<file path="config.mk">
export PLATFORM = sky130hd
export DESIGN_NAME = serial_node_protocol_fsm_top
export DESIGN_NICKNAME = d
export VERILOG_FILES = /design/src/snp_pkg.sv /design/src/serial_node_protocol_fsm_top.sv /design/src/snp_sense_mem.sv /design/src/snp_queue.sv /design/src/snp_front.sv
export SDC_FILE = /design/constraint.sdc
export NUM_CORES = 1
export LEC_CHECK = 0
export BUFFER_PORTS_ARGS = -buffer_cell sky130_fd_sc_hd__buf_2
export CAP_MARGIN = 15
export CORE_MARGIN = 3
export CORE_UTILIZATION = 38
export DETAILED_ROUTE_END_ITERATION = 10
export GPL_TIMING_DRIVEN = 0
export PLACE_DENSITY = 0.65
export SKIP_CTS_REPAIR_TIMING = 1
export SLEW_MARGIN = 40
export SYNTH_ARGS = -nofsm -noshare
export SYNTH_HDL_FRONTEND = slang
export SYNTH_SLANG_ARGS = --single-unit
</file>
<file path="constraint.sdc">
create_clock -name clk -period 2.95 [get_ports clk]
set_clock_uncertainty 0.2 [all_clocks]
set_input_delay 0.295 -clock clk [delete_from_list [all_inputs] [get_ports clk]]
set_output_delay 0.295 -clock clk [all_outputs]
set_load 0.1 [all_outputs]
</file>
<file path="src/snp_pkg.sv">
package snp_pkg;

	// Protocol states of the node
	typedef enum logic [3:0] {
		ST_WAIT_INIT,
		ST_WAIT_TYPE,
		ST_WAIT_DHI,
		ST_WAIT_DLO,
		ST_WAIT_COUNT,
		ST_INIT_DATA,
		ST_WAIT_POLL,
		ST_WAIT_POLL_END,
		ST_WAIT_DELAY,
		ST_SENDING,
		ST_WAIT_XMIT,
		ST_XMIT_DATA
	} state_t;

	typedef enum logic [2:0] {
		OP_INIT,
		OP_POLL,
		OP_RECV_STEP,
		OP_XMIT,
		OP_END_FRAME,
		OP_DATA,
		OP_TICK,
		OP_LOAD_SENSE
	} op_t;

	localparam logic [2:0] EV_NONE       = 3'd0;
	localparam logic [2:0] EV_REPLY_BEGIN = 3'd1;
	localparam logic [2:0] EV_HOST_BYTE  = 3'd2;
	localparam logic [2:0] EV_SET_BYTE   = 3'd3;
	localparam logic [2:0] EV_OUT_BYTE   = 3'd4;

	localparam logic [2:0] ERR_NONE     = 3'd0;
	localparam logic [2:0] ERR_PROTOCOL = 3'd1;
	localparam logic [2:0] ERR_TYPE     = 3'd2;
	localparam logic [2:0] ERR_COUNT    = 3'd3;
	localparam logic [2:0] ERR_OVERFLOW = 3'd4;

	localparam logic [1:0] CFG_NODE_ADDR  = 2'd0;
	localparam logic [1:0] CFG_NODE_TYPE  = 2'd1;
	localparam logic [1:0] CFG_SENSE_CNT  = 2'd2;

	// Byte position must reach 256 when the output store is 256 deep
	localparam int POS_W = 9;

	// Result queue between front and back
	localparam int QDEPTH = 4;
	localparam int QPTR_W = 2;
	localparam int QCNT_W = 3;

	typedef struct packed {
		logic [2:0] kind;
		logic [7:0] data;
		logic [7:0] index;
		logic       pending;
		logic [2:0] err;
	} res_t;

endpackage

</file>
<file path="src/serial_node_protocol_fsm_top.sv">
// Channel   Handshake                Payload
// -------   ----------------------   ------------------------------------------------
// input     in_valid / in_ready      operation, data_value, sense_index
// result    out_valid / out_ready    event_kind, event_byte, event_index,
//                                    reply_pending, error_code
// config    cfg_valid / cfg_ready    cfg_index, cfg_data
//
// One transaction per cycle is sustained while out_ready stays high; each input
// transaction yields exactly one result, which passes the capture stage and the queue.
// The front stage updates the protocol state in the accept cycle; the sense-store
// read and result capture sit in one stage, then a four-entry result queue.
// in_ready drops only when the queue plus the stage in flight would fill it, so a
// stalled result consumer never loses a transaction. Config is always ready.
// Reset clears protocol state, counters, registers and the sense-store valid bits.
module serial_node_protocol_fsm_top #(
	parameter int SENSE_BYTES  = 32,
	parameter int OUTPUT_BYTES = 32
) (
	input  logic       clk,
	input  logic       arst_n,
	// input transactions
	input  logic       in_valid,
	output logic       in_ready,
	input  logic [2:0] operation,
	input  logic [7:0] data_value,
	input  logic [4:0] sense_index,
	// result transactions
	output logic       out_valid,
	input  logic       out_ready,
	output logic [2:0] event_kind,
	output logic [7:0] event_byte,
	output logic [7:0] event_index,
	output logic       reply_pending,
	output logic [2:0] error_code,
	// configuration writes
	input  logic       cfg_valid,
	output logic       cfg_ready,
	input  logic [1:0] cfg_index,
	input  logic [7:0] cfg_data
);

	localparam int SAW = (SENSE_BYTES > 1) ? $clog2(SENSE_BYTES) : 1;

	logic                          accept;
	logic                          s1_valid;
	snp_pkg::res_t                 s1_res;
	logic                          s1_use_sense;
	logic                          sense_wr_en;
	logic [SAW-1:0]                sense_wr_addr;
	logic [7:0]                    sense_wr_data;
	logic [SAW-1:0]                sense_rd_addr;
	logic [7:0]                    sense_rd_data;
	snp_pkg::res_t                 push_res;
	snp_pkg::res_t                 head;
	logic [snp_pkg::QCNT_W-1:0]    q_count;
	logic [snp_pkg::QCNT_W-1:0]    q_used;

	// Reserve a queue slot for the transaction still in the capture stage
	assign q_used    = q_count + {{(snp_pkg::QCNT_W-1){1'b0}}, s1_valid};
	assign in_ready  = (q_used < snp_pkg::QCNT_W'(snp_pkg::QDEPTH - 1));
	assign accept    = in_valid && in_ready;
	assign cfg_ready = 1'b1;

	snp_front #(
		.SENSE_BYTES (SENSE_BYTES),
		.OUTPUT_BYTES(OUTPUT_BYTES)
	) u_front (
		.clk          (clk),
		.arst_n       (arst_n),
		.accept       (accept),
		.operation    (operation),
		.data_value   (data_value),
		.sense_index  (sense_index),
		.cfg_we       (cfg_valid),
		.cfg_index    (cfg_index),
		.cfg_data     (cfg_data),
		.s1_valid     (s1_valid),
		.s1_res       (s1_res),
		.s1_use_sense (s1_use_sense),
		.sense_wr_en  (sense_wr_en),
		.sense_wr_addr(sense_wr_addr),
		.sense_wr_data(sense_wr_data),
		.sense_rd_addr(sense_rd_addr)
	);

	// Read the sense store on every accepted transaction; the data lines up with s1
	snp_sense_mem #(
		.DEPTH(SENSE_BYTES)
	) u_sense_mem (
		.clk    (clk),
		.arst_n (arst_n),
		.wr_en  (accept && sense_wr_en),
		.wr_addr(sense_wr_addr),
		.wr_data(sense_wr_data),
		.rd_en  (accept),
		.rd_addr(sense_rd_addr),
		.rd_data(sense_rd_data)
	);

	// Merge the sense byte into host-byte results
	always_comb begin
		push_res = s1_res;
		if (s1_use_sense) begin
			push_res.data = sense_rd_data;
		end
	end

	snp_queue u_queue (
		.clk      (clk),
		.arst_n   (arst_n),
		.push     (s1_valid),
		.push_data(push_res),
		.pop      (out_valid && out_ready),
		.not_empty(out_valid),
		.head     (head),
		.count    (q_count)
	);

	assign event_kind    = head.kind;
	assign event_byte    = head.data;
	assign event_index   = head.index;
	assign reply_pending = head.pending;
	assign error_code    = head.err;

endmodule

</file>
<file path="src/snp_sense_mem.sv">
module snp_sense_mem #(
	parameter int DEPTH = 32
) (
	input  logic                                  clk,
	input  logic                                  arst_n,
	input  logic                                  wr_en,
	input  logic [(DEPTH > 1 ? $clog2(DEPTH) : 1)-1:0] wr_addr,
	input  logic [7:0]                            wr_data,
	input  logic                                  rd_en,
	input  logic [(DEPTH > 1 ? $clog2(DEPTH) : 1)-1:0] rd_addr,
	output logic [7:0]                            rd_data
);

	logic [7:0]       mem [DEPTH];
	logic [DEPTH-1:0] vld_q;
	logic [7:0]       rd_data_q;
	logic             rd_vld_q;

	always_ff @(posedge clk) begin
		if (wr_en) begin
			mem[wr_addr] <= wr_data;
		end
		if (rd_en) begin
			rd_data_q <= mem[rd_addr];
		end
	end

	// Entries never written read as zero
	always_ff @(posedge clk or negedge arst_n) begin
		if (!arst_n) begin
			vld_q    <= '0;
			rd_vld_q <= 1'b0;
		end else begin
			if (wr_en) begin
				vld_q[wr_addr] <= 1'b1;
			end
			if (rd_en) begin
				rd_vld_q <= vld_q[rd_addr];
			end
		end
	end

	assign rd_data = rd_vld_q ? rd_data_q : 8'd0;

endmodule

</file>
<file path="src/snp_queue.sv">
module snp_queue (
	input  logic                          clk,
	input  logic                          arst_n,
	input  logic                          push,
	input  snp_pkg::res_t                 push_data,
	input  logic                          pop,
	output logic                          not_empty,
	output snp_pkg::res_t                 head,
	output logic [snp_pkg::QCNT_W-1:0]    count
);

	snp_pkg::res_t                  slot_q [snp_pkg::QDEPTH];
	logic [snp_pkg::QPTR_W-1:0]     wr_ptr_q;
	logic [snp_pkg::QPTR_W-1:0]     rd_ptr_q;
	logic [snp_pkg::QCNT_W-1:0]     cnt_q;

	always_ff @(posedge clk) begin
		if (push) begin
			slot_q[wr_ptr_q] <= push_data;
		end
	end

	always_ff @(posedge clk or negedge arst_n) begin
		if (!arst_n) begin
			wr_ptr_q <= '0;
			rd_ptr_q <= '0;
			cnt_q    <= '0;
		end else begin
			if (push) begin
				wr_ptr_q <= wr_ptr_q + 1'b1;
			end
			if (pop) begin
				rd_ptr_q <= rd_ptr_q + 1'b1;
			end
			if (push && !pop) begin
				cnt_q <= cnt_q + 1'b1;
			end else if (pop && !push) begin
				cnt_q <= cnt_q - 1'b1;
			end
		end
	end

	assign not_empty = (cnt_q != '0);
	assign head      = slot_q[rd_ptr_q];
	assign count     = cnt_q;

endmodule

</file>
<file path="src/snp_front.sv">
module snp_front #(
	parameter int SENSE_BYTES  = 32,
	parameter int OUTPUT_BYTES = 32
) (
	input  logic                clk,
	input  logic                arst_n,
	input  logic                accept,
	input  logic [2:0]          operation,
	input  logic [7:0]          data_value,
	input  logic [4:0]          sense_index,
	input  logic                cfg_we,
	input  logic [1:0]          cfg_index,
	input  logic [7:0]          cfg_data,
	output logic                s1_valid,
	output snp_pkg::res_t       s1_res,
	output logic                s1_use_sense,
	output logic                sense_wr_en,
	output logic [(SENSE_BYTES > 1 ? $clog2(SENSE_BYTES) : 1)-1:0] sense_wr_addr,
	output logic [7:0]          sense_wr_data,
	output logic [(SENSE_BYTES > 1 ? $clog2(SENSE_BYTES) : 1)-1:0] sense_rd_addr
);

	localparam int SAW = (SENSE_BYTES > 1) ? $clog2(SENSE_BYTES) : 1;
	localparam logic [snp_pkg::POS_W-1:0] SENSE_LIM = snp_pkg::POS_W'(SENSE_BYTES);
	localparam logic [snp_pkg::POS_W-1:0] OUT_LIM   = snp_pkg::POS_W'(OUTPUT_BYTES);

	snp_pkg::state_t             state_q, nxt_state;
	logic [15:0]                 delay_q, nxt_delay;
	logic [7:0]                  setc_q, nxt_setc;
	logic [snp_pkg::POS_W-1:0]   pos_q, nxt_pos;
	logic [15:0]                 ticks_q, nxt_ticks;
	logic [7:0]                  addr_q;
	logic [7:0]                  type_q;
	logic [5:0]                  scnt_q;

	snp_pkg::op_t                op;
	snp_pkg::res_t               res;
	logic                        use_sense;
	logic [snp_pkg::POS_W-1:0]   scnt_w;
	logic [snp_pkg::POS_W-1:0]   send_lim;
	logic                        delay_done;
	logic                        send_more;
	logic                        set_more;
	logic                        out_room;
	logic                        set_full;
	logic                        type_ok;
	logic                        idx_ok;

	assign op         = snp_pkg::op_t'(operation);
	assign scnt_w     = {3'b000, scnt_q};
	assign send_lim   = (scnt_w > SENSE_LIM) ? SENSE_LIM : scnt_w;
	assign delay_done = (ticks_q >= delay_q);
	assign send_more  = (pos_q < send_lim);
	assign set_more   = (pos_q < {1'b0, setc_q});
	assign set_full   = (pos_q == {1'b0, setc_q});
	assign out_room   = (pos_q < OUT_LIM);
	assign type_ok    = (data_value == type_q);
	assign idx_ok     = ({4'b0000, sense_index} < SENSE_LIM);

	// Next protocol state
	always_comb begin
		nxt_state = state_q;
		case (op)
			snp_pkg::OP_INIT: begin
				if (state_q == snp_pkg::ST_WAIT_INIT) nxt_state = snp_pkg::ST_WAIT_TYPE;
			end
			snp_pkg::OP_POLL: begin
				if (state_q == snp_pkg::ST_WAIT_POLL) nxt_state = snp_pkg::ST_WAIT_POLL_END;
			end
			snp_pkg::OP_RECV_STEP: begin
				if (state_q == snp_pkg::ST_WAIT_DELAY && delay_done) begin
					nxt_state = snp_pkg::ST_SENDING;
				end else if (state_q == snp_pkg::ST_SENDING && !send_more) begin
					nxt_state = snp_pkg::ST_WAIT_XMIT;
				end
			end
			snp_pkg::OP_XMIT: begin
				if (state_q == snp_pkg::ST_WAIT_XMIT) nxt_state = snp_pkg::ST_XMIT_DATA;
			end
			snp_pkg::OP_END_FRAME: begin
				case (state_q)
					snp_pkg::ST_INIT_DATA: begin
						if (set_full) nxt_state = snp_pkg::ST_WAIT_POLL;
					end
					snp_pkg::ST_WAIT_POLL_END: nxt_state = snp_pkg::ST_WAIT_DELAY;
					snp_pkg::ST_XMIT_DATA:     nxt_state = snp_pkg::ST_WAIT_POLL;
					default:                   nxt_state = state_q;
				endcase
			end
			snp_pkg::OP_DATA: begin
				case (state_q)
					snp_pkg::ST_WAIT_TYPE: begin
						if (type_ok) nxt_state = snp_pkg::ST_WAIT_DHI;
					end
					snp_pkg::ST_WAIT_DHI:   nxt_state = snp_pkg::ST_WAIT_DLO;
					snp_pkg::ST_WAIT_DLO:   nxt_state = snp_pkg::ST_WAIT_COUNT;
					snp_pkg::ST_WAIT_COUNT: nxt_state = snp_pkg::ST_INIT_DATA;
					default:                nxt_state = state_q;
				endcase
			end
			default: nxt_state = state_q;
		endcase
	end

	// Datapath updates and result
	always_comb begin
		nxt_delay     = delay_q;
		nxt_setc      = setc_q;
		nxt_pos       = pos_q;
		nxt_ticks     = ticks_q;
		res           = '0;
		use_sense     = 1'b0;
		sense_wr_en   = 1'b0;
		case (op)
			snp_pkg::OP_INIT: begin
				if (state_q != snp_pkg::ST_WAIT_INIT) res.err = snp_pkg::ERR_PROTOCOL;
			end
			snp_pkg::OP_POLL: begin
				if (state_q != snp_pkg::ST_WAIT_POLL) res.err = snp_pkg::ERR_PROTOCOL;
			end
			snp_pkg::OP_RECV_STEP: begin
				res.pending = 1'b1;
				if (state_q == snp_pkg::ST_WAIT_DELAY) begin
					if (delay_done) begin
						nxt_pos  = '0;
						res.kind = snp_pkg::EV_REPLY_BEGIN;
						res.data = addr_q;
					end
				end else if (state_q == snp_pkg::ST_SENDING) begin
					if (send_more) begin
						nxt_pos   = pos_q + 1'b1;
						res.kind  = snp_pkg::EV_HOST_BYTE;
						res.index = pos_q[7:0];
						use_sense = 1'b1;
					end else begin
						res.pending = 1'b0;
					end
				end else begin
					res.err = snp_pkg::ERR_PROTOCOL;
				end
			end
			snp_pkg::OP_XMIT: begin
				if (state_q == snp_pkg::ST_WAIT_XMIT) begin
					nxt_pos = '0;
				end else begin
					res.err = snp_pkg::ERR_PROTOCOL;
				end
			end
			snp_pkg::OP_END_FRAME: begin
				case (state_q)
					snp_pkg::ST_INIT_DATA: begin
						if (!set_full) res.err = snp_pkg::ERR_COUNT;
					end
					snp_pkg::ST_WAIT_POLL_END: nxt_ticks = '0;
					snp_pkg::ST_XMIT_DATA:     res.err   = snp_pkg::ERR_NONE;
					default:                   res.err   = snp_pkg::ERR_PROTOCOL;
				endcase
			end
			snp_pkg::OP_DATA: begin
				case (state_q)
					snp_pkg::ST_WAIT_TYPE: begin
						if (!type_ok) res.err = snp_pkg::ERR_TYPE;
					end
					snp_pkg::ST_WAIT_DHI: nxt_delay = {data_value, 8'd0};
					snp_pkg::ST_WAIT_DLO: nxt_delay = delay_q | {8'd0, data_value};
					snp_pkg::ST_WAIT_COUNT: begin
						nxt_setc = data_value;
						nxt_pos  = '0;
					end
					snp_pkg::ST_INIT_DATA: begin
						if (set_more) begin
							nxt_pos   = pos_q + 1'b1;
							res.kind  = snp_pkg::EV_SET_BYTE;
							res.data  = data_value;
							res.index = pos_q[7:0];
						end else begin
							res.err = snp_pkg::ERR_PROTOCOL;
						end
					end
					snp_pkg::ST_XMIT_DATA: begin
						if (out_room) begin
							nxt_pos   = pos_q + 1'b1;
							res.kind  = snp_pkg::EV_OUT_BYTE;
							res.data  = data_value;
							res.index = pos_q[7:0];
						end else begin
							res.err = snp_pkg::ERR_OVERFLOW;
						end
					end
					default: res.err = snp_pkg::ERR_PROTOCOL;
				endcase
			end
			snp_pkg::OP_TICK: begin
				if (ticks_q != 16'hFFFF) nxt_ticks = ticks_q + 16'd1;
			end
			snp_pkg::OP_LOAD_SENSE: begin
				sense_wr_en = idx_ok;
			end
			default: res = '0;
		endcase
	end

	assign sense_wr_addr = SAW'(sense_index);
	assign sense_wr_data = data_value;
	assign sense_rd_addr = pos_q[SAW-1:0];

	always_ff @(posedge clk or negedge arst_n) begin
		if (!arst_n) begin
			state_q  <= snp_pkg::ST_WAIT_INIT;
			delay_q  <= '0;
			setc_q   <= '0;
			pos_q    <= '0;
			ticks_q  <= '0;
			addr_q   <= '0;
			type_q   <= '0;
			scnt_q   <= '0;
			s1_valid <= 1'b0;
		end else begin
			s1_valid <= accept;
			if (accept) begin
				state_q <= nxt_state;
				delay_q <= nxt_delay;
				setc_q  <= nxt_setc;
				pos_q   <= nxt_pos;
				ticks_q <= nxt_ticks;
			end
			if (cfg_we) begin
				case (cfg_index)
					snp_pkg::CFG_NODE_ADDR: addr_q <= cfg_data;
					snp_pkg::CFG_NODE_TYPE: type_q <= cfg_data;
					snp_pkg::CFG_SENSE_CNT: scnt_q <= cfg_data[5:0];
					default:                addr_q <= addr_q;
				endcase
			end
		end
	end

	always_ff @(posedge clk) begin
		if (accept) begin
			s1_res       <= res;
			s1_use_sense <= use_sense;
		end
	end

endmodule

</file>
Word-level counts from Yosys, hierarchy flattened
Memory sizes are Yosys's and may differ from the RTL's. A register that Yosys moved wholly into a read port is not among the register bits.
Index checks and enable logic that the tools add are counted.
Word-level totals
  flip-flop bits (word level): 140
  latch bits: 0
  RAM bits: 348
  bits in read-only memories: 0
  bits of input ports: 31
  output and inout port bits: 26
  word-level logic and storage cells: 175
  memories kept: 2
Memory list
  u_sense_mem.mem: words 32, bits a word 8, rd ports 1, clocked after Yosys merged registers in 1, wr ports 1, line snp_sense_mem.sv:14  | logic [7:0] mem [DEPTH];
  u_queue.slot_q: words 4, bits a word 23, rd ports 1, clocked after Yosys merged registers in 0, wr ports 1, line snp_queue.sv:12  | snp_pkg::res_t slot_q [snp_pkg::QDEPTH];
Cells by class
  $add $sub $neg: 7
  $mul: 0
  div/mod/pow operators: 0
  $lt $le $gt $ge: 9
  eq/ne operators: 40
  shifts and indexed selects: 0
  multiplexer cells: 61
  bitwise gates (word level): 4
  reductions and logical operators: 32
Operators by type and width (count)
  9-bit two-way mux: 9
  19-bit one-hot mux with 2 select lines: 2
  16-bit one-hot mux with 2 select lines: 2
  9-bit one-hot mux with 3 select lines: 2
  16-bit two-way mux: 2
  8-bit two-way mux: 4
  32-bit bitwise OR: 1
  4-bit two-way mux: 7
  4-bit one-hot mux with 6 select lines: 1
  19-bit two-way mux: 1
  18-bit two-way mux: 1
  3-bit one-hot mux with 6 select lines: 1
  16-bit by 1-bit adder with 16-bit output, second input constant: 1
  4-bit by 3-bit equality test with 1-bit output, second input constant: 4
  4-bit equality test, second input constant: 4
  16-bit >= comparator: 1
  16-bit inequality test, second input constant: 1
  16-bit by 8-bit bitwise OR with 16-bit output: 1
  4-bit one-hot mux with 4 select lines: 1
  3-bit two-way mux: 5
  3-bit by 2-bit inequality test with 1-bit output, second input constant: 5
  1-bit two-way mux: 13
  3-bit equality test, second input constant: 4
  5-bit by 6-bit < comparator with 1-bit output, second input constant: 2
  51 further kinds: 78

Logic depth before layout (Yosys ltp)
Gate-level depths: netlist of run 1.
  depth after elaboration: 8
  depth in mapped cells: 12
  mapped depth without buffers: 10

By module
A second synthesis of run 1 with hierarchy kept.
Unflattened totals
  cell total of the unflattened synthesis: 1266
  area, all modules: 21150.3 µm²
Modules (own cells, without submodules)
  snp_sense_mem: instances 1, cells an instance 535, area an instance 11523.6 µm²
  snp_front: instances 1, cells an instance 557, area an instance 5666.7 µm²
  snp_queue: instances 1, cells an instance 154, area an instance 3749.8 µm²
  serial_node_protocol_fsm_top: instances 1, cells an instance 20, area an instance 210.2 µm²

Worst setup path after synthesis of run 1
Ideal clock, no wire load.
  path kind: reg2reg
  start point: reg u_front.s1_valid
  end point: mem u_sense_mem.mem[30][0], enable pin
  library setup time: 0.373 ns
  data arrival time: 2.270 ns
  path slack: 0.107 ns
  cell stages (with the launch flop): 9
  buffers on the path: 1
  cells stage by stage: dfrtp_1 ha_1 ha_1 xnor2_1 nand3_1 clkbuf_1 nor4_1 nand3_1 nor2_1
Between the ends
  cells in the longest elaborated chain, start to end: 6
RTL lines
  from (decl): line snp_front.sv:14  | output logic s1_valid,
  from (signal assigned): line snp_front.sv:219  | s1_valid <= accept;
  3-bit by 1-bit adder with 3-bit output: line serial_node_protocol_fsm_top.sv:59  | assign q_used = q_count + {{(snp_pkg::QCNT_W-1){1'b0}}, s1_valid};
  3-bit by 2-bit < comparator with 1-bit output: line serial_node_protocol_fsm_top.sv:60  | assign in_ready = (q_used < snp_pkg::QCNT_W'(snp_pkg::QDEPTH - 1));
  1-bit logical AND: line serial_node_protocol_fsm_top.sv:61  | assign accept = in_valid && in_ready;
  1-bit logical AND: line serial_node_protocol_fsm_top.sv:92  | .wr_en (accept && sense_wr_en),
  1-bit two-way mux: line snp_sense_mem.sv:20  | if (wr_en) begin
  1-bit two-way mux (implied by the code): line snp_sense_mem.sv:21  | mem[wr_addr] <= wr_data;
  to (decl): line snp_sense_mem.sv:14
Every way passes these cells.

==> results of run 1 <==
-- kinds of logic (layout without fill, tap and decap cells) --
logic type	count (synthesis)	in the layout	synth area share [%]
fa+ha+maj	39	39	2.39
compound gates	155	155	4.79
flops	496	496	69.0
buf+inv	99	303	2.01
xor+xnor	16	16	0.675
other cells	1	1	0.0181
mux	148	148	14.2
simple gates	284	290	6.99
-- how the worst max path moves through the flow --
stage,end,slack [ps],cells past startpoint
after floorplan,u_sense_mem.mem[30][0],110,8
after global placement,u_sense_mem.mem[28][3],-1440,8
after detailed placement,u_sense_mem.mem[18][3],-1090,8
after CTS,u_sense_mem.mem[11][4],-1080,8
after global routing,u_sense_mem.mem[0][7],-50,10
final,u_sense_mem.rd_data_q[3],-0.3,5
-- per-stage QoR --
stage | hold slack (ps) | worst slack [ps] | power, mW | util, % | TNS [ps]
3_3_place_gp | 245 | -1440 | 15.2 | 40.6 | -455890
3_5_place_dp | 85.3 | -1090 | 15.3 | 40.7 | -300600
6_report | 14.0 | -0.281 | 21.7 | 46.2 | -0.281
4_1_cts | -564 | -1080 | 21.6 | 43.7 | -308790
5_1_grt | 7.75 | -48.4 | 22.7 | 46.2 | -2380
2_1_floorplan | -201 | 107 | 13.7 | - | 0
-- placed cells by master, fill, tap and decap left out, drive strengths merged, types with 3 or more instances in the layout --
cell type / Yosys / routed
clkbuf: 35 / 105
buf: 20 / 115
o21a: 3 / 3
nor2: 76 / 82
and2: 9 / 9
edfxtp: 380 / 380
nor2b: 15 / 15
nand2b: 11 / 11
a22o: 8 / 8
and3: 12 / 12
mux2: 33 / 33
nand4: 6 / 6
clkinv: 0 / 16
a31oi: 5 / 5
nand3: 22 / 22
mux4: 113 / 113
dlygate4sd3: 0 / 16
xor2: 3 / 3
o211ai: 3 / 3
nor4: 9 / 9
xnor2: 13 / 13
or3: 4 / 4
bufinv: 0 / 5
ha: 38 / 38
nor3: 4 / 4
o31ai: 18 / 18
nand3b: 3 / 3
dfrtp: 116 / 116
nand2: 65 / 65
a21oi: 26 / 26
or2: 36 / 36
o21ai: 66 / 66
inv: 44 / 46
a21o: 3 / 3
-- sequential cells by signal (all words and copies together), names as in the netlist, 9 cells and up --
| register | flops |
|---|---|
| u_sense_mem.vld_q | 32 |
| u_queue.slot_q | 92 |
| u_front.s1_res | 23 |
| u_front.pos_q | 9 |
| u_front.ticks_q | 16 |
| u_front.delay_q | 16 |
| u_sense_mem.mem | 256 |
-- critical path: stages, from the launching register on --
cell and delay (ps):
sky130_fd_sc_hd__dfrtp_2 510, sky130_fd_sc_hd__clkbuf_4 360, sky130_fd_sc_hd__buf_2 330, sky130_fd_sc_hd__mux4_2 380, sky130_fd_sc_hd__mux4_2 560, sky130_fd_sc_hd__mux2_2 340
-- metal layers --
metal	wire length, um	global-route usage (%)	vias up
li1	-	-	5185
met1	21200	23.4	6074
met2	21500	24.3	374
met3	2710	3.45	80
met4	1200	4.09	0
met5	0	0	-
-- power breakdown --
part	total, mW	switching, mW	internal, mW
combinational	6.58	4.28	2.31
sequential	8.82	0.405	8.41
clock	6.28	2.62	3.66
total	21.7	7.30	14.4
-- cell type report --
type	instances	area [um2]
clock inverters	23	251
repair buffers	112	1120
inverters	44	165
multi-input cells	649	6510
fillers	4510	29000
flip-flops and latches	496	14300
plain buffers	53	302
clock buffers	71	1360
well taps	696	871
==> results.md, run 1 <==
| Step | Quantity | Reported |
| --- | --- | --- |
| floorplanning | I/O pin count | 57 |
| status | Status | complete, but fails checks |
| clock tree | Maximum clock insertion buffer count | 3 |
| logic synthesis | Number of warnings issued by yosys | 0 |
| worst hold path | Class of the worst hold path | input port to flop |
| placement | Placed Instance Area | 22000 um2 |
| logic synthesis | Proportion of netlist area held by the largest area contributor | 55.0% |
| sta | Final Hold Vio Count | 0 |
| clock tree | H-tree depth | 2 |
| routing | Via count of the routed design | 11700 |
| logic synthesis | Most used standard cell by instance count after synthesis | sky130_fd_sc_hd__edfxtp_1 |
| routing | DR pass1 iterations | 5 |
| routing | Post-detailed-routing wire length | 46.5 mm |
| sta | Maximum achievable frequency | 339 MHz |
| logic synthesis | Commonest cells post-synth | sky130_fd_sc_hd__edfxtp_1, sky130_fd_sc_hd__dfrtp_1, sky130_fd_sc_hd__mux4_2, sky130_fd_sc_hd__nor2_1 |
| worst setup path | Worst reg2reg endpoint | u_sense_mem.rd_data_q[3] |
| logic synthesis | Summed instance area of the synthesized netlist | 20800 um2 |
| routing | Number of remaining DRC errors | 0 |
| clock tree | CTS buffer count | 50 |
| logic synthesis | Post-synthesis cell count | 1238 |
| cells and area | # nets final | 1476 |
| logic synthesis | Distinct cell type count of the synthesized netlist | 67 |
| pwr | Ratio of total power to cell area | 871 nW/um2 |
| clock tree | Count of clock tree sinks | 496 |
| worst setup path | Data arrival time of the critical path | 3080 ps |
| worst hold path | End of the worst hold path | u_front.s1_res[2] |
| worst setup path | Cell count of the worst reg-to-reg path | 5 |
| worst hold path | Worst hold stages | 3 |
| routing | Number of design-rule violations left by the first detailed-router iteration | 995 |
| logic synthesis | Largest cells by area after synthesis | sky130_fd_sc_hd__edfxtp_1, sky130_fd_sc_hd__dfrtp_1, sky130_fd_sc_hd__mux4_2, sky130_fd_sc_hd__ha_1, sky130_fd_sc_hd__mux2_2 |
| worst hold path | Worst Hold Launch | operation[0] |
| sta | Share of the clock period used by the worst path | 100% |
| clock tree | TritonCTS clock tree | yes |
| placement | Dpl hpwl | 29.6 mm |
| logic synthesis | Leading area contributor after synthesis | sky130_fd_sc_hd__edfxtp_1 |
| clock tree | Root buf cell | sky130_fd_sc_hd__clkbuf_16 |
| floorplanning | Die height | 240 um |
| clock tree | Skew-Pair Late Insertion Delay | 600 ps |
| worst setup path | R2R Path Start | u_front.pos_q[1] |
| sta | Final Slew Violations | 21 |
| worst setup path | Critical path startpoint category | flop |
| cells and area | Area Overhead vs Synth | 20.0% |
| floorplanning | Width of the chip | 240 um |
| logic synthesis | Sequential area share after synthesis | 69.0% |
| placement | Quantity of I/O buffers inserted on ports | 54 |
| pwr | Leakage dissipation | 8.84 nW |
| global route | Largest net degree at the start of global routing | 62 |
| global route | First-pass GRT wire length | 69.6 mm |
| worst setup path | Setup slack of the most critical reg-to-reg path | -0.3 ps |
| global route | Via count of the first global-routing pass | 11500 |
| floorplanning | Number of rows in the core area | 85 |
| sta | Fin worst setup slack | -0.281 ps |
| job | Number of violations of the max-capacitance limit | 2 |
| logic synthesis | Post-synthesis net count | 1308 |
| sta | Actual transition at the worst max-transition pin | 1520 ps |
| logic synthesis | Top FF cell, synth | sky130_fd_sc_hd__edfxtp_1 |
| global route | Global-route usage over all layers | 15.9% |
| floorplanning | Full die area | 57500 um2 |
| worst setup path | Crit path max fanout | 10 |
| floorplanning | Core footprint | 53900 um2 |
| routing | Post-route antenna net violation count | 0 |
| clock tree | Worst-path clk slew | 60 ps |
| sta | Shortest clock period the worst path allows after layout | 2950 ps |
| cells and area | Count of inserted antenna diode cells | 0 |
| global route | Number of antenna violations at the first check in global routing | 0 |
| worst setup path | Kind of end point of the critical path | flop |
| status | Failing checks | max-capacitance violations, max-slew violations, negative setup slack |
| routing | Routed wirelength normalized by instance count | 21.7 um |
| worst setup path | Crit Path Class | flop to flop |
| worst setup path | Data required time at the worst endpoint | 3080 ps |
| sta | Worst slew margin relative to its limit | -1.09% |
| routing | Vias per cell | 5.46 |
| global route | GR Overflow Total | 0 |
| sta | Finish-stage setup viols | 1 |
| cells and area | Finished layout cell area | 24900 um2 |
| logic synthesis | Post-synthesis sequential element count | 496 |
| cells and area | Share of cells above drive strength 1 | 32.1% |
| placement | Cells after DPL | 1989 |
| floorplanning | Starting Density | 38.5% |
| cells and area | Non-filler cells in the finished layout | 2144 |
| pwr | Worst vdd ir | 0.000669 V |
| logic synthesis | Share of synthesized flip-flops with an asynchronous set or reset | 23.4% |
| worst setup path | Critical Path Source | u_front.pos_q[1] |
| logic synthesis | Mean area per synthesized cell | 16.8 um2 |
| placement | RD Place Congestion | 0.864 |
| logic synthesis | Post-synth EDFFs | 380 |
No activity file was read; power rests on OpenSTA's default activity.
==> run 2, diff against run 1 <==
==> constraint.sdc (replaced) <==
create_clock -name clk -period 2.95 [get_ports clk]
set_clock_uncertainty 0.2 [all_clocks]
set_input_delay 0.4425 -clock clk [delete_from_list [all_inputs] [get_ports clk]]
set_output_delay 0.4425 -clock clk [all_outputs]
set_load 0.1 [all_outputs]
==> results.md, run 2 (same netlist as run 1, synthesis figures left out) <==
| Step | Quantity | Reported | Delta |
| --- | --- | --- | --- |
| status | Status | complete, but fails checks | unchanged |
| sta | Maximum achievable frequency | 338 MHz | was 339 MHz |
| global route | GR Overflow Total | 0 | unchanged |
| cells and area | # nets final | 1469 | was 1476 |
| clock tree | H-tree depth | 2 | unchanged |
| worst setup path | Instance count on the critical path | 5 | unchanged |
| worst setup path | Cell with the largest stage delay on the worst path | sky130_fd_sc_hd__mux4_2 | unchanged |
| floorplanning | Width of the chip | 240 um | unchanged |
| worst setup path | Stage delay of the slowest cell on the critical path | 560 ps | about the same |
| global route | Largest net degree at the start of global routing | 62 | unchanged |
| placement | Dpl hpwl | 29.6 mm | unchanged |
| cells and area | Count of inserted antenna diode cells | 0 | unchanged |
| worst setup path | Cell family with the largest share of critical-path delay | multiplexers | unchanged |
| cells and area | Regs by FF count | u_sense_mem.mem: 256 flops, u_queue.slot_q: 92 flops, u_sense_mem.vld_q: 32 flops | unchanged |
| sta | Worst slew margin relative to its limit | -1.82% | was -1.09% |
| job | Number of violations of the max-capacitance limit | 1 | was 2 |
| global route | Number of antenna violations at the first check in global routing | 0 | unchanged |
| worst setup path | Crit path max fanout | 10 | unchanged |
| sta | Share of the clock period used by the worst path | 100% | about the same |
| floorplanning | Core footprint | 53900 um2 | unchanged |
| routing | Number of design-rule violations left by the first detailed-router iteration | 968 | was 995 |
| pwr | Worst vdd ir | 0.000657 V | was 0.000669 V |
| clock tree | Worst-path clk slew | 60 ps | about the same |
| sta | Fin worst setup slack | -6.87 ps | was -0.281 ps |
| worst setup path | Kind of end point of the critical path | flop | unchanged |
| routing | DR pass1 iterations | 4 | was 5 |
| global route | Via count of the first global-routing pass | 11500 | unchanged |
| clock tree | Skew-Pair Late Insertion Delay | 600 ps | about the same |
| clock tree | CTS buffer count | 50 | unchanged |
| routing | Post-detailed-routing wire length | 46.6 mm | was 46.5 mm |
| placement | RD Place Congestion | 0.864 | unchanged |
| pwr | Leakage dissipation | 8.82 nW | was 8.84 nW |
| pwr | Total power draw | 21.7 mW | about the same |
| worst hold path | Worst hold stages | 3 | unchanged |
| cells and area | Leading cell type in the layout, fill and taps excluded | sky130_fd_sc_hd__edfxtp_1 | unchanged |
| floorplanning | Starting Density | 38.5% | unchanged |
| worst setup path | Cell-by-cell listing of the critical path | clkbuf_4, buf_2, mux4_2, mux4_2, mux2_2 | unchanged |
| floorplanning | I/O pin count | 57 | unchanged |
| cells and area | Finished layout cell area | 24900 um2 | about the same |
| worst setup path | Data required time at the worst endpoint | 3080 ps | about the same |
| clock tree | Count of clock tree sinks | 496 | unchanged |
| placement | Quantity of I/O buffers inserted on ports | 54 | unchanged |
| placement | Placed Instance Area | 22000 um2 | unchanged |
| cells and area | Area Overhead vs Synth | 19.8% | was 20.0% |
| sta | Shortest clock period the worst path allows after layout | 2960 ps | was 2950 ps |
| clock tree | TritonCTS clock tree | yes | unchanged |
| sta | Final Hold Vio Count | 0 | unchanged |
| clock tree | Root buf cell | sky130_fd_sc_hd__clkbuf_16 | unchanged |
| routing | Via count of the routed design | 11600 | was 11700 |
| sta | Finish-stage setup viols | 1 | unchanged |
| sta | Final Slew Violations | 11 | was 21 |
| status | Failing checks | max-capacitance violations, max-slew violations, negative setup slack | unchanged |
| routing | Routed wirelength normalized by instance count | 21.8 um | was 21.7 um |
| pwr | Ratio of total power to cell area | 874 nW/um2 | was 871 nW/um2 |
| floorplanning | Number of rows in the core area | 85 | unchanged |
| sta | Actual transition at the worst max-transition pin | 1530 ps | was 1520 ps |
| sta | Hold WS | 137 ps | was 14.0 ps |
| routing | Number of remaining DRC errors | 0 | unchanged |
| worst hold path | Class of the worst hold path | input port to flop | unchanged |
| worst setup path | Most numerous cell on the critical path | sky130_fd_sc_hd__mux4_2 | unchanged |
| worst setup path | Cell count of the worst reg-to-reg path | 5 | unchanged |
| global route | First-pass GRT wire length | 69.6 mm | unchanged |
| floorplanning | Die height | 240 um | unchanged |
| global route | Global-route usage over all layers | 15.9% | unchanged |
| routing | Vias per cell | 5.45 | was 5.46 |
| routing | Post-route antenna net violation count | 0 | unchanged |
| cells and area | Flip-flop count of the largest register after layout | 256 | unchanged |
| cells and area | Biggest register | u_sense_mem.mem | unchanged |
| clock tree | Maximum clock insertion buffer count | 3 | unchanged |
| worst setup path | Crit Path Class | flop to flop | unchanged |
| cells and area | Share of cells above drive strength 1 | 32.3% | was 32.1% |
| worst setup path | Worst path bufs/invs | 2 | unchanged |
| worst setup path | Data arrival time of the critical path | 3080 ps | about the same |
| worst setup path | Critical path startpoint category | flop | unchanged |
| floorplanning | Full die area | 57500 um2 | unchanged |
| cells and area | Commonest cells after routing, fill and taps aside | sky130_fd_sc_hd__edfxtp_1, sky130_fd_sc_hd__mux4_2, sky130_fd_sc_hd__dfrtp_1, sky130_fd_sc_hd__o21ai_0, sky130_fd_sc_hd__nand2_1 | unchanged |
## run 2: area by class of cell
| type | count | area, um2 |
|---|---|---|
| inverter | 44 | 165 |
| clock inverter | 23 | 251 |
| clock buffer | 71 | 1360 |
| sequential | 496 | 14300 |
| multi-input combinational | 649 | 6510 |
| timing repair buffer | 106 | 1070 |
| fill | 4523 | 29100 |
| tap | 696 | 871 |
| buffer | 52 | 310 |
## run 2: path summary, 6_finish.rpt
| kind | startpoint | end | slack (ps) |
|---|---|---|---|
| max in group asynchronous | arst_n | u_queue.rd_ptr_q[0] | 1620 |
| min | cfg_index[0] | u_front.addr_q[6] | 140 |
| min reg2reg | u_sense_mem.vld_q[14] | u_sense_mem.vld_q[14] | 270 |
| min in group asynchronous | arst_n | u_sense_mem.vld_q[13] | 180 |
| max reg2reg | u_front.pos_q[1] | u_sense_mem.rd_data_q[3] | -7 |
| max | u_front.pos_q[1] | u_sense_mem.rd_data_q[3] | -7 |
## run 2: tightest hold or removal path, stage by stage
cell                      delay, ps
sky130_fd_sc_hd__buf_2          100
sky130_fd_sc_hd__nor3b_2        110
sky130_fd_sc_hd__mux2_2         240
## run 2: per-layer routing
| metal | vias to the layer above | GRT usage [%] | wire length [um] |
|---|---|---|---|
| li1 | 5164 | - | - |
| met1 | 6020 | 23.4 | 21100 |
| met2 | 382 | 24.3 | 21600 |
| met3 | 82 | 3.45 | 2820 |
| met4 | 0 | 4.09 | 1190 |
| met5 | - | 0 | 0 |
## run 2: stage by stage
stage	setup WS [ps]	util, %	std cells	TNS (ps)
after floorplan	107	-	1238	0
after global placement	-1440	40.6	1988	-475190
after detailed placement	-1090	40.7	1989	-300940
after CTS	-1080	43.7	2083	-311590
after global routing	-57.5	46.1	2137	-2910
final	-6.87	46.1	2137	-6.87
## run 2: where the power goes
group	switching (mW)	internal [mW]	total, mW	leakage (nW)
Sequential	0.425	8.41	8.84	4.90
Clock	2.63	3.66	6.29	0.785
Combinational	4.26	2.33	6.60	3.13
==> run 3, diff against run 2 <==
--- a/config.mk
+++ b/config.mk
@@ -11,7 +11,7 @@
 export CORE_UTILIZATION = 38
 export DETAILED_ROUTE_END_ITERATION = 10
 export GPL_TIMING_DRIVEN = 0
-export PLACE_DENSITY = 0.65
+export PLACE_DENSITY = 0.63
 export SKIP_CTS_REPAIR_TIMING = 1
 export SLEW_MARGIN = 40
 export SYNTH_ARGS = -nofsm -noshare
==> constraint.sdc (replaced) <==
create_clock -name clk -period 3.15 [get_ports clk]
set_clock_uncertainty 0.2 [all_clocks]
set_input_delay 0.4725 -clock clk [delete_from_list [all_inputs] [get_ports clk]]
set_output_delay 0.4725 -clock clk [all_outputs]
set_load 0.1 [all_outputs]
==> results.md, run 3 (same netlist as run 1, synthesis figures left out) <==
| Step | Quantity | Reported | Delta |
| --- | --- | --- | --- |
| cells and area | Fin util | 45.7% | was 46.1% |
| global route | Via count of the first global-routing pass | 11500 | about the same |
| routing | Met2 Routed Length | 20.9 mm | was 21.6 mm |
| worst setup path | Cell-by-cell listing of the critical path | clkbuf_1, nand2b_1, nor4_1, o21ai_0, nand4_1, nor2_2, o21ai_0, o21a_1 | was clkbuf_4, buf_2, mux4_2, mux4_2, mux2_2 |
| worst setup path | Stage delay of the slowest cell on the critical path | 630 ps | was 560 ps |
| worst setup path | Critical path startpoint category | flop | unchanged |
| cells and area | Area Overhead vs Synth | 18.8% | was 19.8% |
| pwr | Worst vdd ir | 0.000705 V | was 0.000657 V |
| pwr | Net load switching power | 6.83 mW | was 7.32 mW |
| floorplanning | Starting Density | 38.5% | unchanged |
| cells and area | Leading cell type in the layout, fill and taps excluded | sky130_fd_sc_hd__edfxtp_1 | unchanged |
| worst setup path | Crit path max fanout | 10 | unchanged |
| routing | DR pass1 iterations | 5 | was 4 |
| clock tree | TritonCTS clock tree | yes | unchanged |
| routing | Number of remaining DRC errors | 0 | unchanged |
| worst setup path | Crit Path Class | flop to flop | unchanged |
| sta | Actual transition at the worst max-transition pin | 1290 ps | was 1530 ps |
| placement | Worst slack after detailed placement | -970 ps | was -1090 ps |
| pwr | Total power draw | 20.4 mW | was 21.7 mW |
| global route | Largest net degree at the start of global routing | 73 | was 62 |
| clock tree | Maximum clock insertion buffer count | 3 | unchanged |
| worst setup path | Most numerous cell on the critical path | sky130_fd_sc_hd__o21ai_0 | was sky130_fd_sc_hd__mux4_2 |
| floorplanning | Full die area | 57500 um2 | unchanged |
| routing | Routed met3 length | 2.54 mm | was 2.82 mm |
| routing | Routed met1 length | 20.9 mm | was 21.1 mm |
| floorplanning | I/O pin count | 57 | unchanged |
| cells and area | Biggest register | u_sense_mem.mem | unchanged |
| cells and area | Count of inserted antenna diode cells | 0 | unchanged |
| routing | Top sig layer | met4 | unchanged |
| sta | Shortest clock period the worst path allows after layout | 3110 ps | was 2960 ps |
| global route | First-pass GRT wire length | 69.7 mm | was 69.6 mm |
| worst setup path | Data arrival time of the critical path | 3430 ps | was 3080 ps |
| worst setup path | Data required time at the worst endpoint | 3480 ps | was 3080 ps |
| placement | Dpl hpwl | 29.5 mm | was 29.6 mm |
| worst hold path | Class of the worst hold path | input port to flop | unchanged |
| floorplanning | Width of the chip | 240 um | unchanged |
| pwr | Cell-internal power | 13.6 mW | was 14.4 mW |
| clock tree | Root buf cell | sky130_fd_sc_hd__clkbuf_16 | unchanged |
| placement | Quantity of I/O buffers inserted on ports | 54 | unchanged |
| routing | Via count of the routed design | 11500 | was 11600 |
| global route | Number of antenna violations at the first check in global routing | 0 | unchanged |
| cells and area | Share of cells above drive strength 1 | 31.1% | was 32.3% |
| cells and area | Commonest cells after routing, fill and taps aside | sky130_fd_sc_hd__edfxtp_1, sky130_fd_sc_hd__mux4_2, sky130_fd_sc_hd__dfrtp_1, sky130_fd_sc_hd__o21ai_0, sky130_fd_sc_hd__nand2_1 | unchanged |
| sta | Maximum achievable frequency | 322 MHz | was 338 MHz |
| routing | Post-detailed-routing wire length | 45.7 mm | was 46.6 mm |
| floorplanning | Core footprint | 53900 um2 | unchanged |
| pwr | Proportion of total power due to net switching | 33.5% | was 33.7% |
| pwr | Leakage dissipation | 8.74 nW | was 8.82 nW |
| worst setup path | Kind of end point of the critical path | flop | unchanged |
| clock tree | Count of clock tree sinks | 496 | unchanged |
| global route | Global-route usage over all layers | 16.0% | was 15.9% |
| sta | Fin worst setup slack | 43.7 ps | was -6.87 ps |
| pwr | Ratio of total power to cell area | 827 nW/um2 | was 874 nW/um2 |
| floorplanning | Die height | 240 um | unchanged |
| sta | Final Slew Violations | 0 | was 11 |
| cells and area | Total area of sequential cells | 14300 um2 | about the same |
| pwr | Proportion of power drawn by combinational gates | 29.6% | was 30.4% |
| clock tree | CTS buffer count | 50 | unchanged |
| cells and area | # nets final | 1453 | was 1469 |
| status | Status | complete, no violations | was complete, but fails checks |
| floorplanning | Number of rows in the core area | 85 | unchanged |
| routing | Vias per cell | 5.44 | was 5.45 |
| routing | Number of design-rule violations left by the first detailed-router iteration | 932 | was 968 |
| clock tree | Worst-path clk slew | 60 ps | about the same |
| sta | Worst slew margin relative to its limit | 13.8% | was -1.82% |
| pwr | Clock power frac | 30.0% | was 29.0% |
| sta | Finish-stage setup viols | 0 | was 1 |
| placement | RD Place Congestion | 0.855 | was 0.864 |
| worst setup path | Cell with the largest stage delay on the worst path | sky130_fd_sc_hd__nor4_1 | was sky130_fd_sc_hd__mux4_2 |
| cells and area | Regs by FF count | u_sense_mem.mem: 256 flops, u_queue.slot_q: 92 flops, u_sense_mem.vld_q: 32 flops | unchanged |
| clock tree | Skew-Pair Late Insertion Delay | 590 ps | was 600 ps |
| routing | Routed wirelength normalized by instance count | 21.6 um | was 21.8 um |
| routing | Post-route antenna net violation count | 0 | unchanged |
| cells and area | Flip-flop count of the largest register after layout | 256 | unchanged |
| global route | GR Overflow Total | 0 | unchanged |
| clock tree | H-tree depth | 2 | unchanged |
| cells and area | Number of inserted filler cells in the final layout | 4577 | was 4523 |
| sta | Final Hold Vio Count | 0 | unchanged |
| job | Number of violations of the max-capacitance limit | 0 | was 1 |
| sta | Share of the clock period used by the worst path | 98.6% | was 100% |
| cells and area | Multi-input gate area in the final layout | 6430 um2 | was 6510 um2 |
| pwr | Reg power frac | 40.5% | was 40.7% |
[run 3: cell types whose count changed in the layout (fill, tap and decap cells not counted), sizes merged]
cell | before | now
clkinvlp | 0 | 2
nor2 | 82 | 79
bufinv | 5 | 8
buf | 113 | 98
clkinv | 16 | 18
clkbuf | 106 | 98
[run 3: layer usage]
layer / up-vias / GRT usage, %
met5: - / 0
met4: 0 / 5.44
met3: 86 / 2.66
met2: 348 / 24.1
met1: 5952 / 23.6
li1: 5136 / -
[run 3: area by class of cell]
class / instances / share of cell area [%]
flip-flops and latches: 496 / 58.1
multi-input cells: 646 / 26.1
clock buffers: 61 / 5.33
repair buffers: 92 / 3.70
well taps: 696 / 3.53
clock inverters: 30 / 1.49
plain buffers: 53 / 1.14
inverters: 44 / 0.670
[run 3: final timing paths]
check / startpoint / to / slack (ps) / cells past startpoint
min reg2reg: u_sense_mem.vld_q[22] / u_sense_mem.vld_q[22] / 260 / 1
max in group asynchronous: arst_n / u_sense_mem.vld_q[22] / 1850 / 3
max reg2reg: u_front.state_q[0] / u_front.state_q[0] / 40 / 8
min in group asynchronous: arst_n / u_queue.count[2] / 180 / 2
min: cfg_index[0] / u_front.addr_q[2] / 150 / 3
max: u_front.state_q[0] / u_front.state_q[0] / 40 / 8
[run 3: per-stage QoR]
step                      area (um2)  instances  hold WS (ps)  setup TNS, ps
after CTS                      23700       2080          -427        -229700
after global placement         21900       1988           245        -378720
final                          24700       2118           152              0
after global routing           24700       2118           154          -92.4
after floorplan                20800       1238         -23.1              0
after detailed placement       22000       1989           202        -225720
[run 3: power groups by stage]
stage                     registers, mW  logic [mW]  clock network (mW)
after floorplan                    8.22        4.56                   0
after global placement             8.32        5.93                   0
after detailed placement           8.35        6.00                   0
after CTS                          8.21        6.01                6.25
after global routing               8.32        6.46                6.52
final                              8.26        6.03                6.11
[run 3: critical path, delay by kind of cell, from the launching register on]
family                 cells  cell delay, ps
AO/OA/AOI/OAI              3             710
buffers and inverters      1             380
flip-flops                 1             490
AND/OR/NAND/NOR            4            1260
